**config.mk**
```make
export PLATFORM = sky130hd
export DESIGN_NAME = packet_firmware_update_receiver
export DESIGN_NICKNAME = d
export VERILOG_FILES = /design/src/rtl/pfur_pkg.sv /design/src/rtl/pfur_ram.sv /design/src/rtl/packet_firmware_update_receiver.sv
export SDC_FILE = /design/constraint.sdc
export NUM_CORES = 2
export LEC_CHECK = 0
export BUFFER_PORTS_ARGS = -buffer_cell sky130_fd_sc_hd__buf_2
export CAP_MARGIN = 20
export CORE_MARGIN = 4
export CORE_UTILIZATION = 47
export DETAILED_ROUTE_END_ITERATION = 16
export GPL_TIMING_DRIVEN = 0
export PLACE_DENSITY = 0.63
export SLEW_MARGIN = 20
export SYNTH_ARGS = -nofsm -noshare
export SYNTH_HDL_FRONTEND = slang
export SYNTH_SLANG_ARGS = --single-unit
export TNS_END_PERCENT = 10
```
**constraint.sdc**
```tcl
create_clock -name clock -period 19.9 [get_ports clock]
set_input_delay 2.985 -clock clock [delete_from_list [all_inputs] [get_ports clock]]
set_output_delay 2.985 -clock clock [all_outputs]
set_load 0.02 [all_outputs]
```
**src/rtl/pfur_pkg.sv**
```systemverilog
// Shared constants, codes and types of the firmware update frame receiver.
package pfur_pkg;

   // Frame geometry
   localparam int DATA_BYTES = 128;
   localparam int NWORDS     = (DATA_BYTES + 7) / 8;
   localparam int IDX_W      = $clog2(DATA_BYTES);
   localparam int WADDR_W    = IDX_W - 3;
   localparam int COUNT_CAP  = DATA_BYTES + 5;
   localparam int CNT_W      = $clog2(COUNT_CAP + 1);
   localparam int WORD_W     = 64;

   // Frame positions and limits
   localparam logic [CNT_W-1:0] POS_FIRST = CNT_W'(0);
   localparam logic [CNT_W-1:0] POS_PN_LO = CNT_W'(1);
   localparam logic [CNT_W-1:0] POS_PN_HI = CNT_W'(2);
   localparam logic [CNT_W-1:0] POS_DATA  = CNT_W'(3);
   localparam logic [CNT_W-1:0] POS_SUM   = CNT_W'(DATA_BYTES + 3);
   localparam logic [CNT_W-1:0] FRAME_LEN = CNT_W'(DATA_BYTES + 4);
   localparam logic [CNT_W-1:0] CNT_CAP   = CNT_W'(COUNT_CAP);

   localparam logic [WADDR_W-1:0] LAST_WORD = WADDR_W'(NWORDS - 1);
   localparam logic [IDX_W-1:0]   LAST_IDX  = IDX_W'(DATA_BYTES - 1);
   localparam logic [2:0]         LAST_LANE = 3'd7;
   localparam logic [31:0]        WORD_STEP = 32'd8;
   localparam logic [31:0]        ADDR_STEP = 32'(DATA_BYTES);

   // Header codes
   localparam logic [7:0] HDR_SOH128 = 8'd1;
   localparam logic [7:0] HDR_SOH1K  = 8'd2;
   localparam logic [7:0] HDR_EOT    = 8'd4;

   // Register file
   localparam int CSR_ADDR_W = 4;
   localparam int CSR_DATA_W = 32;
   localparam logic [1:0] REG_APP_BASE     = 2'd0;
   localparam logic [1:0] REG_BACKUP_BASE  = 2'd1;
   localparam logic [1:0] REG_START_TARGET = 2'd2;

   // Stream widths
   localparam int REQ_TDATA_W = 8;
   localparam int RSP_TDATA_W = 136;

   typedef enum logic [1:0] {
      REPLY_NONE = 2'd0,
      REPLY_ACK  = 2'd1,
      REPLY_NAK  = 2'd2
   } reply_type;

   typedef enum logic [1:0] {
      ST_RECV,
      ST_READ,
      ST_SHOW
   } state_type;

   // Result beat, lowest field last
   typedef struct packed {
      logic [2:0]        pad;
      logic [31:0]       update_total;
      logic              target_is_app;
      logic              region_switched;
      logic [WORD_W-1:0] write_data;
      logic [31:0]       write_address;
      logic              write_valid;
      reply_type         reply_code;
   } rsp_payload_type;

endpackage

```
**src/rtl/pfur_ram.sv**
```systemverilog
// Generic single-port-write, single-port-read RAM with registered read data.
module pfur_ram #(
   parameter int WIDTH = 64,
   parameter int DEPTH = 16
) (
   input  logic                     clock,
   input  logic                     wr_en,
   input  logic [$clog2(DEPTH)-1:0] wr_addr,
   input  logic [WIDTH-1:0]         wr_data,
   input  logic                     rd_en,
   input  logic [$clog2(DEPTH)-1:0] rd_addr,
   output logic [WIDTH-1:0]         rd_data
);

   logic [WIDTH-1:0] mem_ff [DEPTH];
   logic [WIDTH-1:0] rd_data_ff;

   // Write port
   always_ff @(posedge clock) begin
      if (wr_en) begin
         mem_ff[wr_addr] <= wr_data;
      end
   end

   // Read port, data held until the next read
   always_ff @(posedge clock) begin
      if (rd_en) begin
         rd_data_ff <= mem_ff[rd_addr];
      end
   end

   assign rd_data = rd_data_ff;

endmodule

```
**src/rtl/packet_firmware_update_receiver.sv**
```systemverilog
// Firmware update frame receiver: frame check, data buffer and flash word drain.
//
//  channel | direction | handshake           | payload
//  req     | in        | req_tvalid/tready   | req_tdata rx_byte, req_tlast frame_end
//  rsp     | out       | rsp_tvalid/tready   | rsp_tdata result fields, rsp_tlast last
//  csr     | in        | psel/penable/pready | three registers at 4*i, pready always high
//
// One byte is taken per cycle while the result register is free or being emptied.
// A frame that is written to flash drains 16 words from the word buffer RAM, each
// read in ST_READ and then presented in ST_SHOW, which waits out rsp stalls;
// no byte is taken during the drain. Every other frame end gives one beat at once.
// Reset is synchronous and clears all control state; the buffer RAM is not cleared.
module packet_firmware_update_receiver (
   input  logic                                 clock,
   input  logic                                 reset,
   // byte stream
   input  logic                                 req_tvalid,
   output logic                                 req_tready,
   input  logic [pfur_pkg::REQ_TDATA_W-1:0]     req_tdata,  // [7:0] rx_byte
   input  logic                                 req_tlast,
   // result stream
   output logic                                 rsp_tvalid,
   input  logic                                 rsp_tready,
   // [1:0] reply_code, [2] write_valid, [34:3] write_address, [98:35] write_data,
   // [99] region_switched, [100] target_is_app, [132:101] update_total, [135:133] 0
   output logic [pfur_pkg::RSP_TDATA_W-1:0]     rsp_tdata,
   output logic                                 rsp_tlast,
   // register port
   input  logic                                 csr_psel,
   input  logic                                 csr_penable,
   input  logic                                 csr_pwrite,
   input  logic [pfur_pkg::CSR_ADDR_W-1:0]      csr_paddr,
   input  logic [pfur_pkg::CSR_DATA_W-1:0]      csr_pwdata,
   output logic [pfur_pkg::CSR_DATA_W-1:0]      csr_prdata,
   output logic                                 csr_pready
);

   import pfur_pkg::*;

   // Registers
   state_type             state_ff, state_in;
   logic [CNT_W-1:0]      byte_count_ff, byte_count_in;
   logic [7:0]            first_byte_ff, first_byte_in;
   logic [15:0]           pn_ff, pn_in;
   logic [7:0]            run_sum_ff, run_sum_in;
   logic [7:0]            sum_byte_ff, sum_byte_in;
   logic [15:0]           prev_num_ff, prev_num_in;
   logic                  target_ff, target_in;
   logic [31:0]           upd_count_ff, upd_count_in;
   logic [31:0]           app_base_ff, app_base_in;
   logic [31:0]           backup_base_ff, backup_base_in;
   logic                  start_ff, start_in;
   logic [31:0]           offset_ff, offset_in;
   logic [WORD_W-1:0]     asm_ff, asm_in;
   logic [31:0]           addr_ff, addr_in;
   logic [WADDR_W-1:0]    word_ff, word_in;
   logic                  rsp_valid_ff, rsp_valid_in;
   logic                  rsp_last_ff, rsp_last_in;
   rsp_payload_type       rsp_ff, rsp_in;

   // Combinational signals
   logic                  out_free;
   logic                  req_acc;
   logic                  csr_wr;
   logic                  ram_rd_en;
   logic                  show_load;
   logic                  ram_wr_en;
   logic [WORD_W-1:0]     ram_rd_data;
   logic [IDX_W-1:0]      data_idx;
   logic [2:0]            lane;
   logic [WADDR_W-1:0]    wr_word;
   logic                  is_eot;
   logic                  frame_bad;
   logic                  drain_start;
   logic                  single_load;
   reply_type             single_code;

   assign out_free   = !rsp_valid_ff || rsp_tready;
   assign req_acc    = req_tvalid && req_tready;
   assign csr_wr     = csr_psel && csr_penable && csr_pwrite && csr_pready;
   assign csr_pready = 1'b1;

   assign data_idx = IDX_W'(byte_count_ff - POS_DATA);
   assign lane     = data_idx[2:0];
   assign wr_word  = data_idx[IDX_W-1:3];

   // Word buffer
   pfur_ram #(
      .WIDTH (WORD_W),
      .DEPTH (NWORDS)
   ) u_word_ram (
      .clock   (clock),
      .wr_en   (ram_wr_en),
      .wr_addr (wr_word),
      .wr_data (asm_in),
      .rd_en   (ram_rd_en),
      .rd_addr (word_ff),
      .rd_data (ram_rd_data)
   );

   // Next state
   always_comb begin
      state_in = state_ff;
      unique case (state_ff)
         ST_RECV: begin
            if (drain_start) begin
               state_in = ST_READ;
            end
         end
         ST_READ: begin
            state_in = ST_SHOW;
         end
         ST_SHOW: begin
            if (out_free) begin
               state_in = (word_ff == LAST_WORD) ? ST_RECV : ST_READ;
            end
         end
         default: begin
            state_in = ST_RECV;
         end
      endcase
   end

   // State outputs
   always_comb begin
      req_tready = 1'b0;
      ram_rd_en  = 1'b0;
      show_load  = 1'b0;
      unique case (state_ff)
         ST_RECV: req_tready = out_free;
         ST_READ: ram_rd_en  = 1'b1;
         ST_SHOW: show_load  = out_free;
         default: req_tready = 1'b0;
      endcase
   end

   // Frame parsing, judgement and persistent state
   always_comb begin
      byte_count_in  = byte_count_ff;
      first_byte_in  = first_byte_ff;
      pn_in          = pn_ff;
      run_sum_in     = run_sum_ff;
      sum_byte_in    = sum_byte_ff;
      prev_num_in    = prev_num_ff;
      target_in      = target_ff;
      upd_count_in   = upd_count_ff;
      offset_in      = offset_ff;
      asm_in         = asm_ff;
      app_base_in    = app_base_ff;
      backup_base_in = backup_base_ff;
      start_in       = start_ff;
      addr_in        = addr_ff;
      word_in        = word_ff;
      ram_wr_en      = 1'b0;
      is_eot         = 1'b0;
      frame_bad      = 1'b0;
      drain_start    = 1'b0;
      single_load    = 1'b0;
      single_code    = REPLY_NONE;

      if (req_acc) begin
         // store the byte by its frame position
         if (byte_count_ff == POS_FIRST) begin
            first_byte_in = req_tdata;
         end else if (byte_count_ff == POS_PN_LO) begin
            pn_in = {pn_ff[15:8], req_tdata};
         end else if (byte_count_ff == POS_PN_HI) begin
            pn_in     = {req_tdata, pn_ff[7:0]};
            offset_in = ({16'h0, pn_in} - 32'd1) * ADDR_STEP;
         end else if (byte_count_ff < POS_SUM) begin
            // assemble the flash word, clearing it at its first byte
            for (int l = 0; l < 8; l++) begin
               if (3'(l) == lane) begin
                  asm_in[8*l +: 8] = req_tdata;
               end else if (lane == 3'd0) begin
                  asm_in[8*l +: 8] = 8'h00;
               end
            end
            ram_wr_en  = (lane == LAST_LANE) || (data_idx == LAST_IDX);
            run_sum_in = run_sum_ff + req_tdata;
         end else if (byte_count_ff == POS_SUM) begin
            sum_byte_in = req_tdata;
         end
         if (byte_count_ff != CNT_CAP) begin
            byte_count_in = byte_count_ff + CNT_W'(1);
         end

         // judge the frame on its last byte
         if (req_tlast) begin
            is_eot    = (first_byte_in == HDR_EOT);
            frame_bad = !((first_byte_in == HDR_SOH128) || (first_byte_in == HDR_SOH1K))
                        || (byte_count_in != FRAME_LEN) || (run_sum_in != sum_byte_in);
            priority if (is_eot) begin
               upd_count_in = upd_count_ff + 32'd1;
               target_in    = !target_ff;
               single_load  = 1'b1;
               single_code  = REPLY_ACK;
            end else if (frame_bad) begin
               single_load = 1'b1;
               single_code = REPLY_NAK;
            end else if (pn_in == prev_num_ff) begin
               single_load = 1'b1;
               single_code = REPLY_NONE;
            end else begin
               drain_start = 1'b1;
               prev_num_in = pn_in;
               addr_in     = (target_ff ? app_base_ff : backup_base_ff) + offset_ff;
               word_in     = '0;
            end
            // drop the frame state
            byte_count_in = '0;
            first_byte_in = 8'h00;
            pn_in         = 16'h0000;
            run_sum_in    = 8'h00;
            sum_byte_in   = 8'h00;
         end
      end

      // advance the drain
      if (show_load) begin
         addr_in = addr_ff + WORD_STEP;
         word_in = word_ff + WADDR_W'(1);
      end

      // register writes
      if (csr_wr) begin
         unique case (csr_paddr[3:2])
            REG_APP_BASE:     app_base_in    = csr_pwdata;
            REG_BACKUP_BASE:  backup_base_in = csr_pwdata;
            REG_START_TARGET: begin
               start_in  = csr_pwdata[0];
               target_in = csr_pwdata[0];
            end
            default: start_in = start_ff;
         endcase
      end
   end

   // Result register
   always_comb begin
      rsp_valid_in = rsp_valid_ff;
      rsp_last_in  = rsp_last_ff;
      rsp_in       = rsp_ff;
      if (rsp_valid_ff && rsp_tready) begin
         rsp_valid_in = 1'b0;
      end
      if (single_load) begin
         rsp_valid_in           = 1'b1;
         rsp_last_in            = 1'b1;
         rsp_in.pad             = 3'b000;
         rsp_in.update_total    = upd_count_in;
         rsp_in.target_is_app   = target_in;
         rsp_in.region_switched = is_eot;
         rsp_in.write_data      = '0;
         rsp_in.write_address   = 32'h0;
         rsp_in.write_valid     = 1'b0;
         rsp_in.reply_code      = single_code;
      end else if (show_load) begin
         rsp_valid_in           = 1'b1;
         rsp_last_in            = (word_ff == LAST_WORD);
         rsp_in.pad             = 3'b000;
         rsp_in.update_total    = upd_count_ff;
         rsp_in.target_is_app   = target_ff;
         rsp_in.region_switched = 1'b0;
         rsp_in.write_data      = ram_rd_data;
         rsp_in.write_address   = addr_ff;
         rsp_in.write_valid     = 1'b1;
         if (word_ff == LAST_WORD) begin
            rsp_in.reply_code = REPLY_ACK;
         end else begin
            rsp_in.reply_code = REPLY_NONE;
         end
      end
   end

   // Control state
   always_ff @(posedge clock) begin
      if (reset) begin
         state_ff       <= ST_RECV;
         byte_count_ff  <= '0;
         first_byte_ff  <= 8'h00;
         pn_ff          <= 16'h0000;
         run_sum_ff     <= 8'h00;
         sum_byte_ff    <= 8'h00;
         prev_num_ff    <= 16'h0000;
         target_ff      <= 1'b0;
         upd_count_ff   <= 32'h0;
         app_base_ff    <= 32'h0;
         backup_base_ff <= 32'h0;
         start_ff       <= 1'b0;
         word_ff        <= '0;
         rsp_valid_ff   <= 1'b0;
      end else begin
         state_ff       <= state_in;
         byte_count_ff  <= byte_count_in;
         first_byte_ff  <= first_byte_in;
         pn_ff          <= pn_in;
         run_sum_ff     <= run_sum_in;
         sum_byte_ff    <= sum_byte_in;
         prev_num_ff    <= prev_num_in;
         target_ff      <= target_in;
         upd_count_ff   <= upd_count_in;
         app_base_ff    <= app_base_in;
         backup_base_ff <= backup_base_in;
         start_ff       <= start_in;
         word_ff        <= word_in;
         rsp_valid_ff   <= rsp_valid_in;
      end
   end

   // Payload
   always_ff @(posedge clock) begin
      offset_ff   <= offset_in;
      asm_ff      <= asm_in;
      addr_ff     <= addr_in;
      rsp_last_ff <= rsp_last_in;
      rsp_ff      <= rsp_in;
   end

   // Register read-back
   always_comb begin
      unique case (csr_paddr[3:2])
         REG_APP_BASE:     csr_prdata = app_base_ff;
         REG_BACKUP_BASE:  csr_prdata = backup_base_ff;
         REG_START_TARGET: csr_prdata = {31'h0, start_ff};
         default:          csr_prdata = 32'h0;
      endcase
   end

   assign rsp_tvalid = rsp_valid_ff;
   assign rsp_tlast  = rsp_last_ff;
   assign rsp_tdata  = rsp_ff;

endmodule

```
-- Word-level counts from Yosys, hierarchy flattened
Memory sizes are Yosys's and may differ from the RTL's. A register that Yosys moved wholly into a read port is not among the register bits.
Index checks and enable logic that the tools add are counted.
- add/sub/neg operators: 8
- $lt $le $gt $ge: 1
- equality and inequality tests: 29
- multiplexer cells: 102
- bitwise logic cells: 5
- reduce and logical (&&, ||, !) cells: 27
- operator list (cell ; count):
    two-way mux 32 bit ; 10
    two-way mux 64 bit ; 5
    two-way mux 8 bit ; 34
    two-way mux 133 bit ; 2
    case mux 32 bit (3 select lines) ; 1
    two-way mux 16 bit ; 5
    adder 32 x 1 -> 32 bit, second input constant ; 1
    adder 32 bit ; 1
    adder 32 x 4 -> 32 bit, second input constant ; 1
    two-way mux 1 bit ; 32
    two-way mux 4 bit ; 6
    subtractor 16 x 1 -> 17 bit, second input constant ; 1
    equality test 16 bit ; 1
    equality test 8 x 1 -> 1 bit, second input constant ; 2
    equality test 8 x 2 -> 1 bit, second input constant ; 2
    != test 8 bit, second input constant ; 2
    equality test 3 bit, first input constant ; 4
    two-way mux 2 bit ; 6
    != test 2 bit, second input constant ; 5
    AND reduction 5 bit ; 2
    adder 8 x 1 -> 8 bit, second input constant ; 1
    adder 8 bit ; 1
    equality test 8 x 3 -> 1 bit, second input constant ; 1
    equality test 8 bit, second input constant ; 1
    23 further kinds ; 45
- flip-flop bits (word level): 424
- memory bits (writable): 1024
- bits of input ports: 52
- logic and storage cells: 198
- memories: 1
- memory list (name ; words ; bits a word ; rd ports ; clocked after memory_dff ; write ports ; RTL line ; text):
    u_word_ram.mem_ff ; 16 ; 64 ; 1 ; 1 ; 1 ; pfur_ram.sv:15 ; logic [WIDTH-1:0] mem_ff [DEPTH];

-- Longest topological paths before layout
- depth after elaboration: 16
- mapped depth: 16
- depth with buffers taken out: 13

-- Hierarchy
From an unflattened synthesis, not the netlist that was laid out.
- cells, all modules: 3998
- area, all modules: 60291.6 µm²
- by module, submodules not included (module ; instances ; cells each ; area each (µm²)):
    pfur_ram ; 1 ; 1647 ; 40222.3
    packet_firmware_update_receiver ; 1 ; 2351 ; 20069.2

-- Worst setup path after synthesis
No wires, ideal clock.
- kind: input-to-reg
- start point: input port req_tdata[0] in the netlist's numbering
- end point: register addr_ff[10], enable pin
- arrival: 7.823 ns
- required time: 19.445 ns
- path slack: 11.622 ns
- cell stages on the path: 13
- path buffers: 3
- cells stage by stage: ha_1 -> fa_1 -> a211oi_1 -> nor2_1 -> xor2_1 -> xnor2_1 -> o21ai_0 -> or4b_1 -> or4_1 -> buf_2 -> buf_2 -> buf_2 -> o21ai_0
- longest elaborated chain between the ends: 10
- elaborated cells on any way between the ends: 31
- classes of those cells: 1 x add/sub; 8 x eq/ne; 17 x mux; 5 x reduce/logical
- ends and longest elaborated chain (item ; RTL line ; text):
    start, declared ; packet_firmware_update_receiver.sv:19 ; input logic [pfur_pkg::REQ_TDATA_W-1:0] req_tdata,
    adder 8 bit or two-way mux 8 bit (tied branches) ; packet_firmware_update_receiver.sv:180, packet_firmware_update_receiver.sv:181 ;
    two-way mux 8 bit ; packet_firmware_update_receiver.sv:170 ; end else if (byte_count_ff < POS_SUM) begin
    two-way mux 8 bit ; packet_firmware_update_receiver.sv:167 ; end else if (byte_count_ff == POS_PN_HI) begin
    two-way mux 8 bit ; packet_firmware_update_receiver.sv:165 ; end else if (byte_count_ff == POS_PN_LO) begin
    two-way mux 8 bit ; packet_firmware_update_receiver.sv:163 ; if (byte_count_ff == POS_FIRST) begin
    two-way mux 8 bit ; packet_firmware_update_receiver.sv:161 ; if (req_acc) begin
    != test 8 bit ; packet_firmware_update_receiver.sv:192 ; || (byte_count_in != FRAME_LEN) || (run_sum_in != sum_byte_in);
    logical OR 1 bit ; packet_firmware_update_receiver.sv:192 ;
    != test 2 bit (no source line) ; - ;
    AND reduction 5 bit (no source line) * ; - ;
    end signal, assigned ; packet_firmware_update_receiver.sv:315 ; addr_ff <= addr_in;
    end, declared ; packet_firmware_update_receiver.sv:55 ; logic [31:0] addr_ff, addr_in;
Mark *: on every way between the ends. The rest lies on a longest branch, timed or not. The select of a mux whose other input is x is not followed.
A chain may end at the register's enable or synchronous reset.

-- Worst setup path after layout
- start point: input port csr_paddr[2] in the netlist's numbering
- end point: output port csr_prdata[10] in the netlist's numbering
- longest elaborated chain between the ends: 2
- elaborated cells on any way between the ends: 4
- classes of those cells: 2 x eq/ne; 1 x mux; 1 x reduce/logical
- ends and longest elaborated chain (item ; RTL line ; text):
    start, declared ; packet_firmware_update_receiver.sv:32 ; input logic [pfur_pkg::CSR_ADDR_W-1:0] csr_paddr,
    equality test 2 bit (tied with other cells) ; packet_firmware_update_receiver.sv:322 ; unique case (csr_paddr[3:2])
    case mux 32 bit (3 select lines) * ; packet_firmware_update_receiver.sv:322 ;
    end, declared ; packet_firmware_update_receiver.sv:34 ; output logic [pfur_pkg::CSR_DATA_W-1:0] csr_prdata,
Mark *: on every way between the ends. The rest lies on a longest branch, timed or not.

==> results.py <==
metrics = {
    "setup_path": {
        "cp_max_fo": 10,
        "max_stage_delay_ps": 750,
        "worstPathRequired_ps": 16910,
        "crit_arrival_ps": 4990,
        "crit_top_cell": "buf_2",
        "startpoint_type": "input port",
        "crit_path_cell_trace": "buf_2, clkbuf_1, buf_1, mux2i_1, nor2_1, buf_2",
        "worst-setup-path-type": "input port to output pin",
        "critPathBufInv": 4,
        "path_delay_family": "buffers and inverters",
        "cp_slowest_cell": "buf_1",
        "crit_path_end_kind": "output pin",
    },
    "cts": {
        "clock_latency_ps": 780,
        "cts_resized": 0,
        "root_buffer": "clkbuf_16",
        "post_cts_buffers": 0,
        "hold_buffers": 0,
        "cts.path.max_buffers": 3,
        "clk_pin_slew_ps": 60,
        "cts_tree": "yes",
        "cts_inserted_buffers": 157,
        "clock_sinks": 1504,
        "cts-htree-levels": 4,
    },
    "power": {
        "p_leak_nw": 25.2,
        "ir_drop_v": 0.0000725,
        "powerDensity_nw_per_um2": 92.1,
    },
    "detailed_routing": {
        "firstDrtPassIters": 5,
        "num_vias": 38500,
        "wl_um": 166000,
        "wire_per_inst_um": 25.0,
        "vias_per_cell": 5.81,
        "drc": 0,
        "ant_nets": 0,
        "drt_iter0_markers": 3614,
    },
    "logic_synthesis": {
        "synth_edf_count": 1173,
        "async_flop_share_pct": 0,
        "avgSynthCellArea_um2": 14.1,
        "syn-cell-area_um2": 61000,
        "seq_area_frac_synth_pct": 68.6,
        "synth_area_leaders": "edfxtp_1, dfxtp_1, mux4_2",
        "ys_seq_elements": 1504,
        "synth_top_cell_by_area": "edfxtp_1",
        "ys.flop_type": "edfxtp_1",
        "synth_top_family_by_area": "multiplexers",
        "yosys_warnings": 0,
        "synth_mux_area_share_pct": 10.7,
        "synth_cell_types": 79,
        "synth_adder_area_share_pct": 0.906,
        "synthTopCellsByCount": "edfxtp_1, nand2_1, dfxtp_1",
        "synthSimpleGateAreaFrac_pct": 7.12,
        "synth_compound_area_share_pct": 9.23,
        "synth_xor_area_share_pct": 1.45,
        "syn_inst": 4323,
        "yosysMostFrequentCell": "edfxtp_1",
        "synth_top_area_share_pct": 57.7,
    },
    "cells_and_area": {
        "finalNonFillerCells": 6638,
        "multi_input_area_um2": 18100,
        "nets": 4868,
        "nFillCells": 10300,
        "syn2layout_area_growth_pct": 16.9,
        "drive_gt1_share_pct": 17.0,
        "ff_latch_area_um2": 41900,
    },
    "floorplanning": {
        "ioPinCount": 224,
        "fp.coreArea_um2": 128000,
        "start_util_pct": 47.5,
        "row_count": 131,
        "die_h_um": 368,
        "die_x_um": 368,
        "dieArea_um2": 136000,
    },
    "run": {
        "drv_cap": 0,
    },
    "sta": {
        "fin_crit_ps": 7980,
        "fmax_mhz": 125,
        "max_slew_margin_pct": 22.9,
        "clock_skew_ps": 28.7,
        "tns_ps": 0,
        "rsz0062_at_grt": "false",
        "worst_pin_slew_ps": 1160,
        "slew_viol_final": 0,
        "hold_viol": 0,
        "setup_viol": 0,
        "period_share_pct": 40.1,
    },
    "place": {
        "gp_congestion": 0.893,
        "io_buffer_count": 215,
        "dp_cells": 6342,
        "dp_hpwl_um": 114000,
    },
    "global_route": {
        "grt_pass1_vias": 37600,
        "antenna_found_initial": 2,
        "gr-total-overflow": 0,
        "grt_max_degree": 37,
        "grt_usage_pct": 24.2,
        "grt_pass1_wl_um": 245000,
    },
    "status": {
        "outcome": "finished, final reports clean",
    },
    "worst_hold_path": {
        "holdCritPathClass": "register to register",
    },
}
==> final cells by class <==
class	count	share of cell area (%)
diodes	1	0.00351
plain buffers	265	1.49
clock buffers	210	6.19
clock inverters	84	1.28
inverters	49	0.258
multi-input cells	2507	25.4
flip-flops and latches	1504	58.6
well taps	1729	3.03
repair buffers	289	3.69
==> per-stage QoR <==
stage          hold slack (ps)  instance area (um2)  util (%)  power [mW]  setup WS, ps
6_report                   449                71400      55.6        6.57         11920
5_1_grt                    467                71400      55.6        6.77         11860
2_1_floorplan              435                61000         -        3.57         11620
3_3_place_gp               440                64300      50.1        3.63          7640
4_1_cts                    451                71300      55.6        6.61         11890
3_5_place_dp               443                66000      51.4        3.64         11890
==> per-layer routing <==
metal | up-vias | track usage [%] | share of wire, %
li1 | 17400 | - | -
met1 | 19400 | 32.4 | 42
met2 | 1441 | 40.3 | 48
met3 | 289 | 3.82 | 6.4
met4 | 0 | 8.29 | 3.3
met5 | - | 0 | 0
==> power by group <==
part           total [mW]  internal [mW]  switching, mW
sequential           3.42           3.41        0.00560
clock                3.00           1.77           1.23
combinational       0.156         0.0358          0.120
==> worst paths after layout <==
path | startpoint | end | slack, ps | depth (start not counted)
worst max-delay path | csr_paddr[2] | csr_prdata[10] | 11920 | 6
worst min-delay path | rsp_tdata[98]$_SDFFE_PP0P_ | rsp_tdata[98]$_SDFFE_PP0P_ | 450 | 2
worst min register to register | rsp_tdata[98]$_SDFFE_PP0P_ | rsp_tdata[98]$_SDFFE_PP0P_ | 450 | 2
worst max register to register | byte_count_ff[0]$_SDFFE_PP0P_ | u_word_ram.mem_ff[10][49]$_DFFE_PP_ | 14520 | 11
==> worst reg2reg max path: stages, from the launching register on <==
cell and delay [ps]:
dfxtp_1 370, ha_1 220, clkbuf_1 270, or3_1 440, buf_2 180, a21o_1 330
nor2_1 420, nand2_1 460, nor2_1 540, buf_1 890, nor2_1 420, a22o_1 500
==> cell families after synthesis <==
logic type      Yosys count
compound gates          893
fa+ha+maj                43
mux                     480
xor+xnor                101
flops                  1504
simple gates            986
buf+inv                 314
other cells               2
==> placed cells by master (no fill, tap or decap), types with 46 or more instances in the layout <==
cell type / synthesis / layout
edfxtp_1: 1173 / 1173
a21oi_1: 312 / 306
mux2i_1: 254 / 254
xnor2_1: 59 / 59
clkbuf_16: 0 / 164
inv_1: 46 / 46
dfxtp_1: 331 / 331
clkbuf_1: 215 / 235
mux4_2: 128 / 128
o21ai_0: 193 / 184
mux2_2: 98 / 98
a221oi_1: 64 / 64
a22oi_1: 107 / 107
nor2_1: 216 / 198
buf_2: 5 / 226
nand2_1: 510 / 509
==> state kept, by name, summed over array words and instances, names as in the netlist, 2 cells and up <==
name / flops
prev_num_ff: 16
state_ff: 2
addr_ff: 32
word_ff: 4
rsp_tdata: 133
run_sum_ff: 8
asm_ff: 64
u_word_ram.rd_data: 64
upd_count_ff: 32
backup_base_ff: 32
first_byte_ff: 8
pn_ff: 16
sum_byte_ff: 8
u_word_ram.mem_ff: 1024
app_base_ff: 32
byte_count_ff: 8
offset_ff: 17
(Power assumes the default switching activity.)
